==> config.mk <==
export PLATFORM = sky130hd
export DESIGN_NAME = bsrm_front_flat
export DESIGN_NICKNAME = d
export VERILOG_FILES = /design/src/sv/bsrm_pkg.sv /design/src/sv/bsrm_if.sv /design/src/sv/bsrm_front.sv /design/src/flat_wrapper.sv
export SDC_FILE = /design/constraint.sdc
export NUM_CORES = 1
export LEC_CHECK = 0
export ABC_AREA = 1
export BUFFER_PORTS_ARGS = -buffer_cell sky130_fd_sc_hd__buf_2
export CAP_MARGIN = 20
export CORE_AREA = 2 2 39 41
export CTS_CLUSTER_SIZE = 30
export DETAILED_ROUTE_END_ITERATION = 10
export DIE_AREA = 0 0 41 43
export PLACE_DENSITY = 0.73
export SYNTH_ARGS = -nofsm -noshare
export SYNTH_HDL_FRONTEND = slang
export SYNTH_SLANG_ARGS = --single-unit
==> constraint.sdc <==
create_clock -name clock -period 1.7 [get_ports clock]
set_input_delay 0.51 -clock clock [delete_from_list [all_inputs] [get_ports clock]]
set_output_delay 0.51 -clock clock [all_outputs]
set_load 0.02 [all_outputs]
==> src/sv/bsrm_pkg.sv <==
// ----------------------------------------------------------------------------
// bsrm_pkg
// Shared constants, codes and types of the bank switched RAM mapper.
// ----------------------------------------------------------------------------
package bsrm_pkg;

   // RAM geometry
   localparam int RAM_BANKS   = 32;
   localparam int BANK_BYTES  = 8192;
   localparam int OFFSET_W    = $clog2(BANK_BYTES);
   localparam int BANK_W      = (RAM_BANKS > 1) ? $clog2(RAM_BANKS) : 1;
   localparam int RAM_DEPTH   = RAM_BANKS * BANK_BYTES;
   localparam int RAM_AW      = $clog2(RAM_DEPTH);

   // Bus windows
   localparam int WINDOWS     = 4;
   localparam int WIN_W       = $clog2(WINDOWS);

   // Field widths
   localparam int KIND_W       = 2;
   localparam int ADDR_W       = 16;
   localparam int DATA_W       = 8;
   localparam int BANK_COUNT_W = 6;

   localparam logic [BANK_COUNT_W-1:0] BANK_COUNT_RESET = 6'd32;
   localparam logic [DATA_W-1:0]       BYTE_ONES        = 8'hFF;
   localparam logic [DATA_W-1:0]       BYTE_ZERO        = 8'h00;

   // Command queue between front and back
   localparam int QUEUE_DEPTH = 2;
   localparam int QUEUE_AW    = $clog2(QUEUE_DEPTH);

   // Remainder unit: digits resolved per cycle
   localparam int MOD_DIGITS  = 4;
   localparam int MOD_STEPS   = DATA_W / MOD_DIGITS;
   localparam int MOD_STEP_W  = (MOD_STEPS > 1) ? $clog2(MOD_STEPS) : 1;

   // Bus access kinds
   typedef enum logic [KIND_W-1:0] {
      KIND_MEM_READ  = 2'd0,
      KIND_MEM_WRITE = 2'd1,
      KIND_IO_READ   = 2'd2,
      KIND_IO_WRITE  = 2'd3
   } kind_type;

   // Classified operations
   typedef enum logic [2:0] {
      OP_MEM_READ,
      OP_RAM_STORE,
      OP_BANK_SWITCH,
      OP_IO_READ,
      OP_IO_WRITE
   } op_type;

   typedef struct packed {
      op_type              op;
      logic [WIN_W-1:0]    window;
      logic [OFFSET_W-1:0] offset;
      logic [DATA_W-1:0]   data;
   } cmd_type;

   typedef enum logic [1:0] {
      BE_CLEAR,
      BE_IDLE,
      BE_READ,
      BE_MOD
   } be_state_type;

   typedef struct packed {
      logic clearing;
   } be_status_type;

endpackage

==> src/sv/bsrm_if.sv <==
// ----------------------------------------------------------------------------
// bsrm_if
// Valid/ready channels of the mapper: bus requests, responses, register write.
// ----------------------------------------------------------------------------
interface bsrm_req_if;
   logic        valid;
   logic        ready;
   logic [1:0]  kind;
   logic [15:0] address;
   logic [7:0]  data;

   modport source (output valid, output kind, output address, output data, input ready);
   modport sink   (input valid, input kind, input address, input data, output ready);
endinterface


==> src/sv/bsrm_front.sv <==
// ----------------------------------------------------------------------------
// bsrm_front
// Accepts bus beats, tracks the write mode bit and classifies each access.
// ----------------------------------------------------------------------------
module bsrm_front import bsrm_pkg::*; (
   input  logic          clock,
   input  logic          reset,
   bsrm_req_if.sink      req_bus,
   input  be_status_type be_status,
   input  logic          q_full,
   output logic          q_push,
   output cmd_type       q_cmd
);

   logic write_mode_ff;
   logic write_mode_in;
   logic accept;

   // Take a beat when the queue has room and the RAM sweep is over
   assign req_bus.ready = !q_full && !be_status.clearing;
   assign accept        = req_bus.valid && req_bus.ready;
   assign q_push        = accept;

   // Classify the access and update the mode bit
   always_comb begin
      write_mode_in = write_mode_ff;
      q_cmd.window  = req_bus.address[OFFSET_W+WIN_W-1:OFFSET_W];
      q_cmd.offset  = req_bus.address[OFFSET_W-1:0];
      q_cmd.data    = req_bus.data;
      q_cmd.op      = OP_IO_WRITE;
      case (kind_type'(req_bus.kind))
         KIND_MEM_READ: begin
            q_cmd.op = OP_MEM_READ;
         end
         KIND_MEM_WRITE: begin
            q_cmd.op = write_mode_ff ? OP_RAM_STORE : OP_BANK_SWITCH;
         end
         KIND_IO_READ: begin
            q_cmd.op = OP_IO_READ;
            if (accept) begin
               write_mode_in = 1'b1;
            end
         end
         KIND_IO_WRITE: begin
            q_cmd.op = OP_IO_WRITE;
            if (accept) begin
               write_mode_in = 1'b0;
            end
         end
         default: begin
            q_cmd.op = OP_IO_WRITE;
         end
      endcase
   end

   always_ff @(posedge clock) begin
      if (reset) begin
         write_mode_ff <= 1'b0;
      end else begin
         write_mode_ff <= write_mode_in;
      end
   end

endmodule

==> src/flat_wrapper.sv <==
// flat-port wrapper written by rule: the top's interface ports become plain ports
module bsrm_front_flat import bsrm_pkg::*;
  (clock, reset, be_status, q_full, q_push, q_cmd, req_bus_valid, req_bus_kind, req_bus_address, req_bus_data, req_bus_ready);
  bsrm_req_if req_bus_i ();
  input  logic clock;
  input  logic reset;
  input  be_status_type be_status;
  input  logic q_full;
  output logic q_push;
  output cmd_type q_cmd;
  input wire logic [$bits(req_bus_i.valid)-1:0] req_bus_valid;
  input wire logic [$bits(req_bus_i.kind)-1:0] req_bus_kind;
  input wire logic [$bits(req_bus_i.address)-1:0] req_bus_address;
  input wire logic [$bits(req_bus_i.data)-1:0] req_bus_data;
  output wire logic [$bits(req_bus_i.ready)-1:0] req_bus_ready;
  assign req_bus_i.valid = req_bus_valid;
  assign req_bus_i.kind = req_bus_kind;
  assign req_bus_i.address = req_bus_address;
  assign req_bus_i.data = req_bus_data;
  assign req_bus_ready = req_bus_i.ready;
  bsrm_front u_core (.clock(clock), .reset(reset), .req_bus(req_bus_i), .be_status(be_status), .q_full(q_full), .q_push(q_push), .q_cmd(q_cmd));
endmodule
==> results of run 1 <==
[cells by family after synthesis]
family	Yosys count
buf+inv	28
flops	1
compound gates	2
simple gates	10
[synthesized netlist by cell type, drive strengths merged]
cell type | n | share of area
nand3 | 1 | 0.018
dfxtp | 1 | 0.074
or2 | 1 | 0.023
nor3b | 1 | 0.028
buf | 23 | 0.64
nand2 | 4 | 0.055
o21ai | 2 | 0.037
nand4 | 1 | 0.023
inv | 5 | 0.069
nor2 | 2 | 0.037
[cell usage in the layout, fill, tap and decap left out, drive strengths merged]
cell   count
nor3b      1
nand2      4
nand4      1
nand3      1
or2        1
inv        5
buf       11
nor2       2
dfxtp      1
o21ai      2
[worst reg2reg max path, stage by stage (launching register included)]
cell and delay [ns]:
dfxtp_1 0.28, inv_1 0.06, nand2_1 0.05, inv_1 0.04, nor2_1 0.03
[power groups by stage]
stage	Sequential, µW	Clock, µW	Combinational (µW)
2_1_floorplan	25.1	0	97.8
3_3_place_gp	25.1	0	34.9
3_5_place_dp	25.2	0	35.9
4_1_cts	25.2	0	36.0
5_1_grt	25.2	0	39.1
6_report	25.1	0	35.6
[final cells by class]
class / instances / area share
inverter: 5 / 0.108
multi-input combinational: 12 / 0.345
sequential: 1 / 0.115
tap: 16 / 0.115
timing repair buffer: 11 / 0.317
[path summary, 6_finish.rpt]
kind	slack [ns]	depth (start not counted)	endpoint
hold reg to reg	0.52	4	u_core.write_mode_ff$_SDFFE_PP0P_
hold / removal	0.52	4	u_core.write_mode_ff$_SDFFE_PP0P_
setup / recovery	0.06	5	q_cmd[23]
setup reg to reg	1.12	4	u_core.write_mode_ff$_SDFFE_PP0P_
[layer usage]
metal | part of all wire | track usage | up-vias
met5 | 0 | 0 | -
met4 | 0.017 | 0.0267 | 0
met2 | 0.44 | 0.0719 | 21
met3 | 0.28 | 0.0157 | 4
li1 | - | - | 78
met1 | 0.25 | 0.0287 | 71
[stage by stage]
stage | power [µW] | utilization | setup WS, ns | std cells | instance area, µm²
3_3_place_gp | 60.1 | 0.126 | 0.0688 | 45 | 174
6_report | 60.8 | 0.126 | 0.0598 | 45 | 174
4_1_cts | 61.2 | 0.126 | 0.0606 | 45 | 174
3_5_place_dp | 61.1 | 0.126 | 0.0648 | 45 | 174
2_1_floorplan | 123 | - | 0.110 | 41 | 272
5_1_grt | 64.3 | 0.126 | 0.0168 | 45 | 174
==> results.yml, run 1 <==
place:
  io_buffers: 11
  dp_hpwl_um: 336
  place_congestion: 0.609
min_path:
  hold_class: "register to register"
  min_from: "u_core.write_mode_ff$_SDFFE_PP0P_"
synthesis:
  postSynthCellCount: 41
  yosys.area_share.simple: 0.184
  avgSynthCellArea_um2: 6.62
  synth_top_family_by_area: "buffers and inverters"
  synth_cell_types: 11
  yosys_warnings: 0
  synthesis.nets: 72
  ys_seq_area_frac: 0.0737
  synth-compound-area-share: 0.0369
  ys_ff_latch: 1
  synth_fa_ha_area_frac: 0
  synth_xor_area_frac: 0
  synthMuxAreaShare: 0
  syn_area_um2: 272
critical_path:
  max_stage_delay_ns: 0.21
  critPathBufInv: 3
  cp_top_family: "buffers and inverters"
  end_kind: "primary output"
  cp_max_fo: 4
  cp.required_ns: 1.19
  startpoint_type: "input pin"
  setup.worst_path.start: "req_bus_kind[1]"
  path_cells: "buf_2, inv_1, or2_1, o21ai_0, buf_2"
  cp_slowest_cell: "or2_1"
  cp_data_arrival_time_ns: 1.13
  crit_path_frequent_cell: "buf_2"
  critPathKind: "input pin to primary output"
  r2r-start: "u_core.write_mode_ff$_SDFFE_PP0P_"
floorplan:
  die_x_um: 41
  die_h_um: 43
  die_area_mm2: 0.00176
  core-area_mm2: 0.00138
  start_util: 0.196
  fp-row-count: 14
  ioPinCount: 59
grt:
  grt_pass1_wl_um: 510
  grt.total_usage: 0.0390
  grt_max_degree: 5
  antenna_found_initial: 0
  grt_pass1_vias: 144
  grt-ovfl-total: 0
finish:
  ff_latch_area_um2: 20.0
  largest_reg_flops: 1
  layout-drive-gt1-share: 0.414
  insertedDiodeCount: 0
  top_register: "u_core.write_mode_ff"
  synthToLayoutAreaGrowth_pct: -35.9
  largestRegisters: "u_core.write_mode_ff: 1 flops"
  fin_nets: 62
  multi_input_area_um2: 60.1
  fill_cells: 152
clocking:
  cts_resized: 0
  cts_setup_buffers: 0
  path_clk_slew_ns: 0
  hold_buffers: 0
  clk_latency_ns: 0
power_and_ir_drop:
  pwr-share-seq: 0.414
  p_sw_frac: 0.358
  leakage_uw: 0.000102
  power_density_mw_per_mm2: 349
  clkPwrFrac: 0
  net-switching-power_uw: 21.8
  intPower_uw: 39.0
  combPwrFrac: 0.586
  ir_drop_mv: 0.117
drt:
  route.final.wire_length_um: 360
  drt-wirelength-per-cell_um: 8.00
  dr_total_vias: 174
  route.detailed.drc: 0
  firstDrtPassIters: 1
  routed_via_density: 3.87
  drtAntennaViolNets: 0
  first_iter_violations: 0
sta:
  fin_crit_sh: 0.965
  worstMarginPinSlew_ns: 0.132
  finalHoldViolations: 0
  holdWs_ns: 0.517
  finalSetupViolCount: 0
  finClkSkew_ns: 0
  timing.fmax_ghz: 0.610
  final.setup.tns_ns: 0
  slew_viol_final: 0
  rsz0062_at_grt: "no"
  period_minus_slack_ns: 1.64
  slew_headroom: 0.911
run:
  maxCapViolCount: 0
run_status:
  status: "finished, final reports clean"
Power figures use the tool's default switching activity.
==> inputs of run 2 (changes only) <==
- PLACE_DENSITY: 0.73 -> not set
- PLACE_DENSITY_LB_ADDON: not set -> 0.25
==> run 2 against run 1 <==
Final cell count stayed put. First-iteration DRC count stayed put. Global-route usage is 0.30 points lower. Register-to-register slack hardly changed. Clock skew stayed put. Sequential power hardly changed. Flip-flop and latch count stayed put. Utilization stayed put. Sequential share of layout area stayed put. Fmax is 0.81% higher.
==> results.yml, run 2 (synthesis results as in run 1) <==
sta:
  slew_headroom: 0.906
  timing.fmax_ghz: 0.615
  final.setup.tns_ns: 0
  fin_crit_sh: 0.957
  finalHoldViolations: 0
  finalSetupViolCount: 0
  rsz0062_at_grt: "no"
  finClkSkew_ns: 0
  period_minus_slack_ns: 1.63
  slew_viol_final: 0
  worstMarginPinSlew_ns: 0.140
critical_path:
  cp_data_arrival_time_ns: 1.12
  r2r-start: "u_core.write_mode_ff$_SDFFE_PP0P_"
  cp_slowest_cell: "or2_1"
  end_kind: "primary output"
  reg2reg_slack_ns: 1.12
  cp_top_family: "buffers and inverters"
  path_cells: "buf_2, inv_1, or2_1, o21ai_1, buf_2"
  setup.worst_path.start: "req_bus_kind[1]"
  critPathBufInv: 3
  critPathKind: "input pin to primary output"
  startpoint_type: "input pin"
  cp.required_ns: 1.19
  max_stage_delay_ns: 0.21
  crit_path_frequent_cell: "buf_2"
  cp_max_fo: 4
min_path:
  hold_class: "register to register"
  min_from: "u_core.write_mode_ff$_SDFFE_PP0P_"
finish:
  final_cell_mix: "buf_2 (11), inv_1 (5), nand2_1 (4)"
  layout_commonest_cell: "buf_2"
  fin_nets: 62
  largestRegisters: "u_core.write_mode_ff: 1 flops"
  largest_reg_flops: 1
  layout-drive-gt1-share: 0.414
  synthToLayoutAreaGrowth_pct: -35.9
  top_register: "u_core.write_mode_ff"
  insertedDiodeCount: 0
  layout.cells.non_filler: 45
floorplan:
  die_h_um: 43
  core-area_mm2: 0.00138
  die_x_um: 41
  die_area_mm2: 0.00176
  ioPinCount: 59
  start_util: 0.196
  fp-row-count: 14
clocking:
  cts_setup_buffers: 0
  path_clk_slew_ns: 0
  clk_latency_ns: 0
drt:
  drt-wirelength-per-cell_um: 7.96
  route.detailed.drc: 0
  firstDrtPassIters: 1
  first_iter_violations: 0
  drtAntennaViolNets: 0
  dr_total_vias: 148
  route.final.wire_length_um: 358
  routed_via_density: 3.29
power_and_ir_drop:
  net-switching-power_uw: 21.6
  p_sw_frac: 0.356
  power_density_mw_per_mm2: 349
  pwr-share-seq: 0.414
  intPower_uw: 39.1
  leakage_uw: 0.000102
  clkPwrFrac: 0
  ir_drop_mv: 0.0751
  combPwrFrac: 0.586
grt:
  grt-ovfl-total: 0
  antenna_found_initial: 0
  grt.total_usage: 0.0360
  grt_max_degree: 5
  grt_pass1_vias: 141
  grt_pass1_wl_um: 476
place:
  place_inst: 45
  place_congestion: 0.541
  io_buffers: 11
  dp_hpwl_um: 331
run:
  maxCapViolCount: 0
run_status:
  status: "finished, final reports clean"
[run 2: cell types whose count changed in the layout (fill, tap and decap cells not counted)]
cell	delta
o21ai_1	+1
o21ai_0	-1
[run 2: metal layers]
| layer | up-vias | track usage | part of all wire |
|---|---|---|---|
| li1 | 77 | - | - |
| met1 | 57 | 0.0254 | 0.28 |
| met2 | 10 | 0.0625 | 0.47 |
| met3 | 4 | 0.0157 | 0.21 |
| met4 | 0 | 0.0333 | 0.045 |
| met5 | - | 0 | 0 |
[run 2: timing repair]
item | in CTS | in global routing
hold buffers | 0 | 0
gates resized for setup | 0 | 1
hold endpoints to repair | 0 | 0
setup endpoints to repair | 0 | 1
[run 2: worst register-to-register path: cells and delay by family (launching register included)]
family | cells | cell delay, ns
DFF | 1 | 0.28
buffers and inverters | 2 | 0.10
and+or+nand+nor | 2 | 0.08
[run 2: power by group through the flow]
stage	sequential, µW	combinational (µW)	clock [µW]
after floorplan	25.1	97.8	0
after global placement	25.2	35.8	0
after detailed placement	25.1	35.9	0
after CTS	25.1	36.0	0
after global routing	25.3	40.0	0
final	25.1	35.6	0
[run 2: final cells by class]
class	count	area, µm²
fill	165	1210
multi-input combinational	12	60.1
timing repair buffer	11	55.1
sequential	1	20.0
tap	16	20.0
inverter	5	18.8
[run 2: path summary, 6_finish.rpt]
kind	endpoint	cells after the start
min	u_core.write_mode_ff$_SDFFE_PP0P_	4
min reg2reg	u_core.write_mode_ff$_SDFFE_PP0P_	4
max reg2reg	u_core.write_mode_ff$_SDFFE_PP0P_	4
max	q_cmd[23]	5
[run 2: through the flow]
step	hold WS, ns	utilization	instance area, µm²	worst slack [ns]	power, µW
floorplan	0.498	-	272	0.110	123
global placement	0.529	0.126	174	0.0657	61.0
detailed placement	0.518	0.126	174	0.0563	61.1
CTS	0.521	0.126	174	0.0560	61.1
global route	0.582	0.126	174	0.00985	65.3
finish	0.520	0.126	174	0.0729	60.7
