$ cat src/sv/bsrm_pkg.sv
// ----------------------------------------------------------------------------
// bsrm_pkg
// Shared constants, codes and types of the bank switched RAM mapper.
// ----------------------------------------------------------------------------
package bsrm_pkg;

   // RAM geometry
   localparam int RAM_BANKS   = 32;
   localparam int BANK_BYTES  = 8192;
   localparam int OFFSET_W    = $clog2(BANK_BYTES);
   localparam int BANK_W      = (RAM_BANKS > 1) ? $clog2(RAM_BANKS) : 1;
   localparam int RAM_DEPTH   = RAM_BANKS * BANK_BYTES;
   localparam int RAM_AW      = $clog2(RAM_DEPTH);

   // Bus windows
   localparam int WINDOWS     = 4;
   localparam int WIN_W       = $clog2(WINDOWS);

   // Field widths
   localparam int KIND_W       = 2;
   localparam int ADDR_W       = 16;
   localparam int DATA_W       = 8;
   localparam int BANK_COUNT_W = 6;

   localparam logic [BANK_COUNT_W-1:0] BANK_COUNT_RESET = 6'd32;
   localparam logic [DATA_W-1:0]       BYTE_ONES        = 8'hFF;
   localparam logic [DATA_W-1:0]       BYTE_ZERO        = 8'h00;

   // Command queue between front and back
   localparam int QUEUE_DEPTH = 2;
   localparam int QUEUE_AW    = $clog2(QUEUE_DEPTH);

   // Remainder unit: digits resolved per cycle
   localparam int MOD_DIGITS  = 4;
   localparam int MOD_STEPS   = DATA_W / MOD_DIGITS;
   localparam int MOD_STEP_W  = (MOD_STEPS > 1) ? $clog2(MOD_STEPS) : 1;

   // Bus access kinds
   typedef enum logic [KIND_W-1:0] {
      KIND_MEM_READ  = 2'd0,
      KIND_MEM_WRITE = 2'd1,
      KIND_IO_READ   = 2'd2,
      KIND_IO_WRITE  = 2'd3
   } kind_type;

   // Classified operations
   typedef enum logic [2:0] {
      OP_MEM_READ,
      OP_RAM_STORE,
      OP_BANK_SWITCH,
      OP_IO_READ,
      OP_IO_WRITE
   } op_type;

   typedef struct packed {
      op_type              op;
      logic [WIN_W-1:0]    window;
      logic [OFFSET_W-1:0] offset;
      logic [DATA_W-1:0]   data;
   } cmd_type;

   typedef enum logic [1:0] {
      BE_CLEAR,
      BE_IDLE,
      BE_READ,
      BE_MOD
   } be_state_type;

   typedef struct packed {
      logic clearing;
   } be_status_type;

endpackage

$ cat src/sv/bsrm_queue.sv
// ----------------------------------------------------------------------------
// bsrm_queue
// Short command FIFO between the front and the back.
// ----------------------------------------------------------------------------
module bsrm_queue import bsrm_pkg::*; (
   input  logic    clock,
   input  logic    reset,
   input  logic    push,
   input  cmd_type push_cmd,
   output logic    full,
   input  logic    pop,
   output logic    empty,
   output cmd_type head
);

   cmd_type               entry_ff [QUEUE_DEPTH];
   logic [QUEUE_AW-1:0]   wr_ptr_ff;
   logic [QUEUE_AW-1:0]   wr_ptr_in;
   logic [QUEUE_AW-1:0]   rd_ptr_ff;
   logic [QUEUE_AW-1:0]   rd_ptr_in;
   logic [QUEUE_AW:0]     count_ff;
   logic [QUEUE_AW:0]     count_in;

   assign full  = (count_ff == (QUEUE_AW+1)'(QUEUE_DEPTH));
   assign empty = (count_ff == '0);
   assign head  = entry_ff[rd_ptr_ff];

   // Advance pointers and count
   always_comb begin
      wr_ptr_in = wr_ptr_ff;
      rd_ptr_in = rd_ptr_ff;
      count_in  = count_ff;
      if (push) begin
         wr_ptr_in = (wr_ptr_ff == QUEUE_AW'(QUEUE_DEPTH-1)) ? '0 : wr_ptr_ff + 1'b1;
      end
      if (pop) begin
         rd_ptr_in = (rd_ptr_ff == QUEUE_AW'(QUEUE_DEPTH-1)) ? '0 : rd_ptr_ff + 1'b1;
      end
      if (push && !pop) begin
         count_in = count_ff + 1'b1;
      end else if (pop && !push) begin
         count_in = count_ff - 1'b1;
      end
   end

   always_ff @(posedge clock) begin
      if (reset) begin
         wr_ptr_ff <= '0;
         rd_ptr_ff <= '0;
         count_ff  <= '0;
      end else begin
         wr_ptr_ff <= wr_ptr_in;
         rd_ptr_ff <= rd_ptr_in;
         count_ff  <= count_in;
      end
   end

   // Store the pushed command
   always_ff @(posedge clock) begin
      if (push) begin
         entry_ff[wr_ptr_ff] <= push_cmd;
      end
   end

endmodule

$ cat config.mk
export PLATFORM = sky130hd
export DESIGN_NAME = bsrm_queue
export DESIGN_NICKNAME = d
export VERILOG_FILES = /design/src/sv/bsrm_pkg.sv /design/src/sv/bsrm_queue.sv
export SDC_FILE = /design/constraint.sdc
export NUM_CORES = 1
export LEC_CHECK = 0
export BUFFER_PORTS_ARGS = -buffer_cell sky130_fd_sc_hd__buf_4
export CORE_UTILIZATION = 46
export DETAILED_ROUTE_END_ITERATION = 8
export PLACE_DENSITY = 0.81
export REMOVE_ABC_BUFFERS = 1
export SYNTH_ARGS = -nofsm -noshare
export SYNTH_HDL_FRONTEND = slang
export SYNTH_SLANG_ARGS = --single-unit
$ cat constraint.sdc
create_clock -name clock -period 1.9 [get_ports clock]
set_input_delay 0.38 -clock clock [delete_from_list [all_inputs] [get_ports clock]]
set_output_delay 0.38 -clock clock [all_outputs]
set_load 0.01 [all_outputs]
==> results of run 1 <==
## registers in the layout (all words and copies together), names as in the netlist, named ones only
signal     flops
count_ff       2
wr_ptr_ff      1
entry_ff      52
rd_ptr_ff      1
## kinds of logic (layout without fill, tap and decap cells)
| family | after synthesis | after routing | share of synthesized area |
|---|---|---|---|
| flip-flops | 57 | 57 | 0.798 |
| multiplexers | 26 | 26 | 0.141 |
| AND/OR/NAND/NOR | 9 | 9 | 0.0222 |
| XOR/XNOR | 4 | 4 | 0.0168 |
| buffers and inverters | 4 | 80 | 0.0114 |
| AO/OA/AOI/OAI | 2 | 2 | 0.00480 |
| adder cells (fa/ha/maj) | 1 | 1 | 0.00601 |
## cell usage in the layout (no fill, tap or decap), drive strengths merged
master and instances:
mux2 26, edfxtp 52, ha 1, and2 1, clkbuf 11, inv 1
bufinv 1, clkinv 4, or3 1, dfxtp 5, xor2 2, buf 63
xnor2 2, nor2b 1, and2b 1, o21ai 1, a21oi 1, nor2 5
## layout make-up
type,count,share of cell area
Clock buffer,11,0.0472
Clock inverter,5,0.0166
Inverter,1,0.00135
Multi-Input combinational cell,42,0.143
Sequential cell,57,0.597
Tap cell,52,0.0234
Timing Repair Buffer,63,0.171
## repair_timing
action                     CTS  global route
setup endpoints to repair    0             1
resized for setup            0             1
hold buffers                 0             0
## per-stage QoR
stage	hold WS, ns	setup slack, ns	total power, mW	util	setup TNS [ns]
after floorplan	0.449	-0.0833	1.68	-	-2.16
after global placement	0.474	0.420	1.87	0.598	0
after detailed placement	0.511	0.389	1.89	0.598	0
after CTS	0.223	0.0253	2.91	0.639	0
after global routing	0.220	0.0578	3.00	0.639	0
final	0.239	0.116	2.88	0.639	0
## worst max-delay path, cell delays in order, from the launching register on
cell	delay (ns)
dfxtp_1	0.34
buf_6	0.22
mux2_2	0.37
buf_4	0.15
## worst min path at each step
stage	start	to	slack [ns]	cells after the start
after floorplan	reset	count_ff[1]	0.45	1
after global placement	count_ff[1]	count_ff[1]	0.47	2
after detailed placement	count_ff[1]	count_ff[1]	0.51	2
after CTS	push_cmd[0]	entry_ff[1][0]	0.22	1
after global routing	push_cmd[22]	entry_ff[1][22]	0.22	1
final	push_cmd[0]	entry_ff[1][0]	0.24	1
## per-layer routing
metal	vias to the layer above	wire (um)
li1	535	-
met1	556	1480
met2	47	1670
met3	5	243
met4	0	55
met5	-	0
## power by group through the flow
stage / clock network, mW / logic [mW] / registers (mW)
final: 1.02 / 0.378 / 1.48
after detailed placement: 0 / 0.381 / 1.51
after CTS: 1.05 / 0.383 / 1.49
after global routing: 1.10 / 0.404 / 1.49
after floorplan: 0 / 0.166 / 1.52
after global placement: 0 / 0.370 / 1.50
==> parameters.txt, run 1 <==
Parameter                              Value

Outcome
  Result of the run ... finished clean

Setup path
  Worst reg2reg setup slack ... about 0.8 ns
  CP required ... approximately 1.5 ns
  WS Path Type ... register to output pin
  Capturing instance or port of the critical path ... head[13]
  Critical Path Fanout Max ... 19
  Reg-to-Reg Start ... wr_ptr_ff
  Depth of the worst register-to-register path ... 2
  CP arrival ... roughly 1.4 ns
  Worst r2r dst ... entry_ff[1][11]
  Startpoint type of the worst setup path ... register
  Kind of end point of the critical path ... output pin

Drt
  Count of antenna-violating nets left after detailed routing ... 0
  First-iteration detailed-routing DRC count ... 67
  Post-Route WL ... about 3.4 mm
  Detailed Routing Iterations Pass 1 ... 4
  Number of DRC violations after detailed routing ... 0
  Post-detailed-route via-to-cell ratio ... between 4 and 5
  Routed wirelength normalized by instance count ... roughly 15 um
  Count of vias placed by the detailed router ... 1143

Finish
  Share of cells above drive strength 1 ... 0.570
  Number of nets in the layout ... 205
  Layout Area Growth over Synthesis ... 33.7%
  Final cell count without fillers ... 231
  Final instance area ... ~2800 um2
  Count of fill cells added during filler insertion ... 310
  Sequential cell area ... 1660 um2
  Number of antenna repair diodes ... 0
  Multi-input gate area ... 399 um2

Floorplan
  Width of the chip ... 69.3 um
  Initial core utilization ... 0.478
  Die Span Y ... about 69 um
  Floorplan core area ... roughly 4400 um2
  Die outline area ... approximately 4800 um2
  Boundary pin count ... between 50 and 60
  Core Rows ... 24

Synthesis
  Post-synthesis instance area ... about 2100 um2
  Number of instances in the synthesized netlist ... between 100 and 150
  Netlist cell types ... 16
  Portion of the post-synthesis area used by sequential elements ... 0.798
  Leading cell types by count after synthesis ... edfxtp_1 (52), mux2_2 (26), dfxtp_1 (5), nor2_1 (5)
  Flops & latches, synth ... 57
  Number of warnings reported in the yosys synthesis log ... 0
  Post-synthesis cell type with the largest combined area ... edfxtp_1
  Most repeated cell in the gate-level netlist after synthesis ... edfxtp_1
  Most used DFF post-synth ... edfxtp_1
  Syn avg cell area ... 20.2 um2
  Number of flops mapped to enable cells by yosys ... 52
  Biggest area contributors in the synthesized netlist ... edfxtp_1 (75%), mux2_2 (14%), dfxtp_1 (4.8%), nor2_1 (0.90%), xnor2_1 (0.84%)
  Fraction of synthesized cell area taken by the top area cell type ... 0.750
  Share of flip-flops with an asynchronous set or reset ... 0

Placement
  Instance area at placement ... between 2000 and 3000 um2
  Buffers added on ports ... 57
  Placer congestion estimate ... around 0.7
  Number of placed cells counting well taps ... 215
  Detailed placer's ending HPWL ... 2.38 mm

Clock tree
  Source-to-sink clock delay at the later pin of the worst-skew pair ... approximately 0.32 ns
  Clock root cell ... clkbuf_8
  TritonCTS clock tree ... built
  Number of buffers created by CTS ... 9
  Buffer depth of the longest clock path ... 2
  Sinks on the clock net ... 57
  Clock input transition at the sequential cells of the worst setup and hold paths ... approximately 0.06 ns
  Post-CTS Setup Inserts ... 0
  Number of H-tree levels ... 3

STA
  Period utilization ... 0.939
  Maximum clock rate ... ~560 MHz
  Final setup violation count ... 0
  Setup repair after global routing missed its margin ... no
  Fin. Hold Viols ... 0
  Total count of max-transition violations in the final report ... 0
  Minimum clock period ... 1.78 ns
  Worst slew slack as a fraction of its limit ... 0.849
  Actual transition at the worst max-transition pin ... 0.227 ns
  Final Skew ... between 0.003 and 0.004 ns

Power
  Static Leak ... 1.08 nW
  Share of total power in combinational logic ... 0.131
  Worst voltage drop across the vdd grid ... a little under 0.0008 V
  Net load switching power ... 621 uW
  Proportion of power drawn by the clock network ... 0.353
  Switching portion of total power ... 0.215
  Cell Int Power ... roughly 2.3 mW
  Sequential Power Share ... 0.515
  Cell Pwr Density ... between 1000 and 1500 nW/um2

Global routing
  Initial antenna violation count ... 0
  Via count of the first global-routing pass ... 1196
  Global routing usage on met1 ... 0.192
  Met3 layer usage reported by global route ... 0.0625
  Met2 routing resource usage after global routing ... 0.243
  Overflow left after global routing ... 0
  Pin count of the biggest net entering global routing ... 20
  Global-route wire length before repair ... 5.63 mm
  Global routing's busiest layer ... met2
  GR Util All Layers ... 0.160

Worst hold path
  Min-Delay Path Class ... primary input to register

Flow run
  Number of max-cap violations ... 0
Power figures use the tool's default switching activity.
==> run 2: changes to the inputs <==
Settings changed: CTS_BUF_LIST set to sky130_fd_sc_hd__clkbuf_16.
==> run 2 against run 1 <==
Against the previous run:
- clock power increased by 45%
- via count increased by 1.4%
- sequential cell count unchanged
- global-route usage increased by 0.45 points
- critical endpoint unchanged
- highest routed layer unchanged
==> parameters.txt, run 2 (synthesis results as in run 1) <==
Parameter                              Value

Outcome
  Result of the run ... finished clean

Power
  Static Leak ... 1.13 nW (+5.0%)
  Overall power of the completed layout ... 3.34 mW (+16%)
  Cell Pwr Density ... 1160 nW/um2 (+12%)
  Worst voltage drop across the vdd grid ... 0.000669 V (-14%)

Finish
  Final instance area ... 2880 um2 (+3.5%)
  Share of cells above drive strength 1 ... 0.570 (unchanged)
  Leading cell type in the layout, fill and taps excluded ... buf_4
  Number of nets in the layout ... 205 (unchanged)
  Number of antenna repair diodes ... 0 (unchanged)
  Layout Area Growth over Synthesis ... 38.4%
  Most used cells in the layout excluding fill and tap cells ... buf_4 (63), edfxtp_1 (52), mux2_2 (26)
  Flip-flop count of the largest register, all copies and words added ... 52 (unchanged)
  Biggest registers after layout ... entry_ff x52, count_ff x2
  Register with the most flip-flops ... entry_ff
  Fin util ... 0.662 (+0.0224)

Drt
  First-iteration detailed-routing DRC count ... 63 (-6.0%)
  Post-detailed-route via-to-cell ratio ... 5.02 (+1.4%)
  Detailed Routing Iterations Pass 1 ... 4 (unchanged)
  Count of antenna-violating nets left after detailed routing ... 0 (unchanged)
  Routed wirelength normalized by instance count ... 15.3 um (+2.2%)
  Post-Route WL ... 3.52 mm (+2.2%)
  Count of vias placed by the detailed router ... 1159 (+1.4%)
  Number of DRC violations after detailed routing ... 0 (unchanged)

Setup path
  List of cells traversed by the critical path ... buf_4 -> mux2_2 -> buf_4
  WS Path Type ... register to output pin
  Most frequent cell on the critical path ... buf_4
  Worst path top cell family by delay ... buffers and inverters
  Worst reg2reg setup slack ... 0.79 ns (about the same)
  Reg-to-Reg Start ... wr_ptr_ff
  Critical Path Fanout Max ... 19 (unchanged)
  CP arrival ... 1.45 ns (+0.05 ns)
  Startpoint type of the worst setup path ... register
  Slowest stage delay, CP ... 0.38 ns (about the same)
  Master of the slowest instance on the critical path ... mux2_2
  CP required ... 1.52 ns (about the same)
  Kind of end point of the critical path ... output pin
  Depth of the worst register-to-register path ... 2 (unchanged)
  Buffers and inverters on the worst path ... 2 (unchanged)
  Worst r2r dst ... entry_ff[1][11]

Floorplan
  Die Span Y ... 69.3 um (unchanged)
  Core Rows ... 24 (unchanged)
  Die outline area ... 4800 um2 (unchanged)
  Initial core utilization ... 0.478 (unchanged)
  Floorplan core area ... 4350 um2 (unchanged)
  Boundary pin count ... 58 (unchanged)
  Width of the chip ... 69.3 um (unchanged)

STA
  Worst slew slack as a fraction of its limit ... 0.828 (-0.0202)
  Final Skew ... 0.00496 ns (+0.00151 ns)
  Minimum clock period ... 1.83 ns (+0.0453 ns)
  Fin. Hold Viols ... 0 (unchanged)
  Maximum clock rate ... 547 MHz (-2.5%)
  Final setup violation count ... 0 (unchanged)
  Aggregate negative setup slack ... 0 ns (unchanged)
  Setup repair after global routing missed its margin ... no
  Minimum hold slack ... 0.243 ns (+0.00353 ns)
  Total count of max-transition violations in the final report ... 0 (unchanged)
  Actual transition at the worst max-transition pin ... 0.258 ns (+0.0304 ns)
  Period utilization ... 0.963 (+0.0239)

Worst hold path
  Endpoint of the worst hold path ... entry_ff[0][7]
  Hold Path Depth ... 1 (unchanged)
  Worst Hold Launch ... push_cmd[7]
  Min-Delay Path Class ... primary input to register

Flow run
  Number of max-cap violations ... 0 (unchanged)

Clock tree
  Post-CTS Setup Inserts ... 0 (unchanged)
  Number of H-tree levels ... 3 (unchanged)
  Clock root cell ... clkbuf_16
  Clock input transition at the sequential cells of the worst setup and hold paths ... 0.05 ns (about the same)
  Source-to-sink clock delay at the later pin of the worst-skew pair ... 0.32 ns (about the same)
  Number of buffers created by CTS ... 9 (unchanged)
  Sinks on the clock net ... 57 (unchanged)
  Number of gates resized after CTS ... 0 (unchanged)
  Post-cts hold buffer count ... 0 (unchanged)
  Buffer depth of the longest clock path ... 2 (unchanged)
  TritonCTS clock tree ... built

Placement
  Placer congestion estimate ... 0.682 (unchanged)
  Instance area at placement ... 2600 um2 (unchanged)
  Buffers added on ports ... 57 (unchanged)
  Detailed placer's ending HPWL ... 2.38 mm (unchanged)

Global routing
  Initial antenna violation count ... 0 (unchanged)
  Pin count of the biggest net entering global routing ... 20 (unchanged)
  Via count of the first global-routing pass ... 1219 (+1.9%)
  Global-route wire length before repair ... 5.72 mm (+1.6%)
  Overflow left after global routing ... 0 (unchanged)
  GR Util All Layers ... 0.164 (+0.00446)
==> run 2: cell type report <==
cell class	instances	area (um2)
Fill cell	299	1470
Inverter	1	3.75
Timing Repair Buffer	63	473
Sequential cell	57	1660
Clock buffer	9	225
Tap cell	52	65.1
Multi-Input combinational cell	42	399
Clock inverter	7	53.8
==> run 2: metrics by stage <==
stage               std cells  worst slack [ns]
finish                    231            0.0707
global route              231           0.00661
CTS                       231            0.0320
detailed placement        215             0.389
global placement          215             0.420
floorplan                 100           -0.0833
==> run 2: worst max path at each step <==
stage / from / end / slack (ns) / cells after the start
2_1_floorplan: push / entry_ff[0][0] / -0.08 / 1
3_3_place_gp: register / head[10] / 0.42 / 3
3_5_place_dp: register / head[13] / 0.39 / 3
4_1_cts: register / head[13] / 0.03 / 3
5_1_grt: register / head[10] / 0.007 / 3
6_report: register / head[13] / 0.07 / 3
==> run 2: power by group <==
| group | internal [mW] | switching (mW) |
|---|---|---|
| clock network | 0.984 | 0.494 |
| registers | 1.46 | 0.0253 |
| logic | 0.210 | 0.166 |
| total | 2.66 | 0.686 |
==> run 2: metal layers <==
| metal | GRT usage | wire length, um | up-vias |
|---|---|---|---|
| li1 | - | - | 539 |
| met1 | 0.192 | 1490 | 570 |
| met2 | 0.251 | 1740 | 48 |
| met3 | 0.0843 | 269 | 2 |
| met4 | 0.0748 | 19 | 0 |
| met5 | 0 | 0 | - |
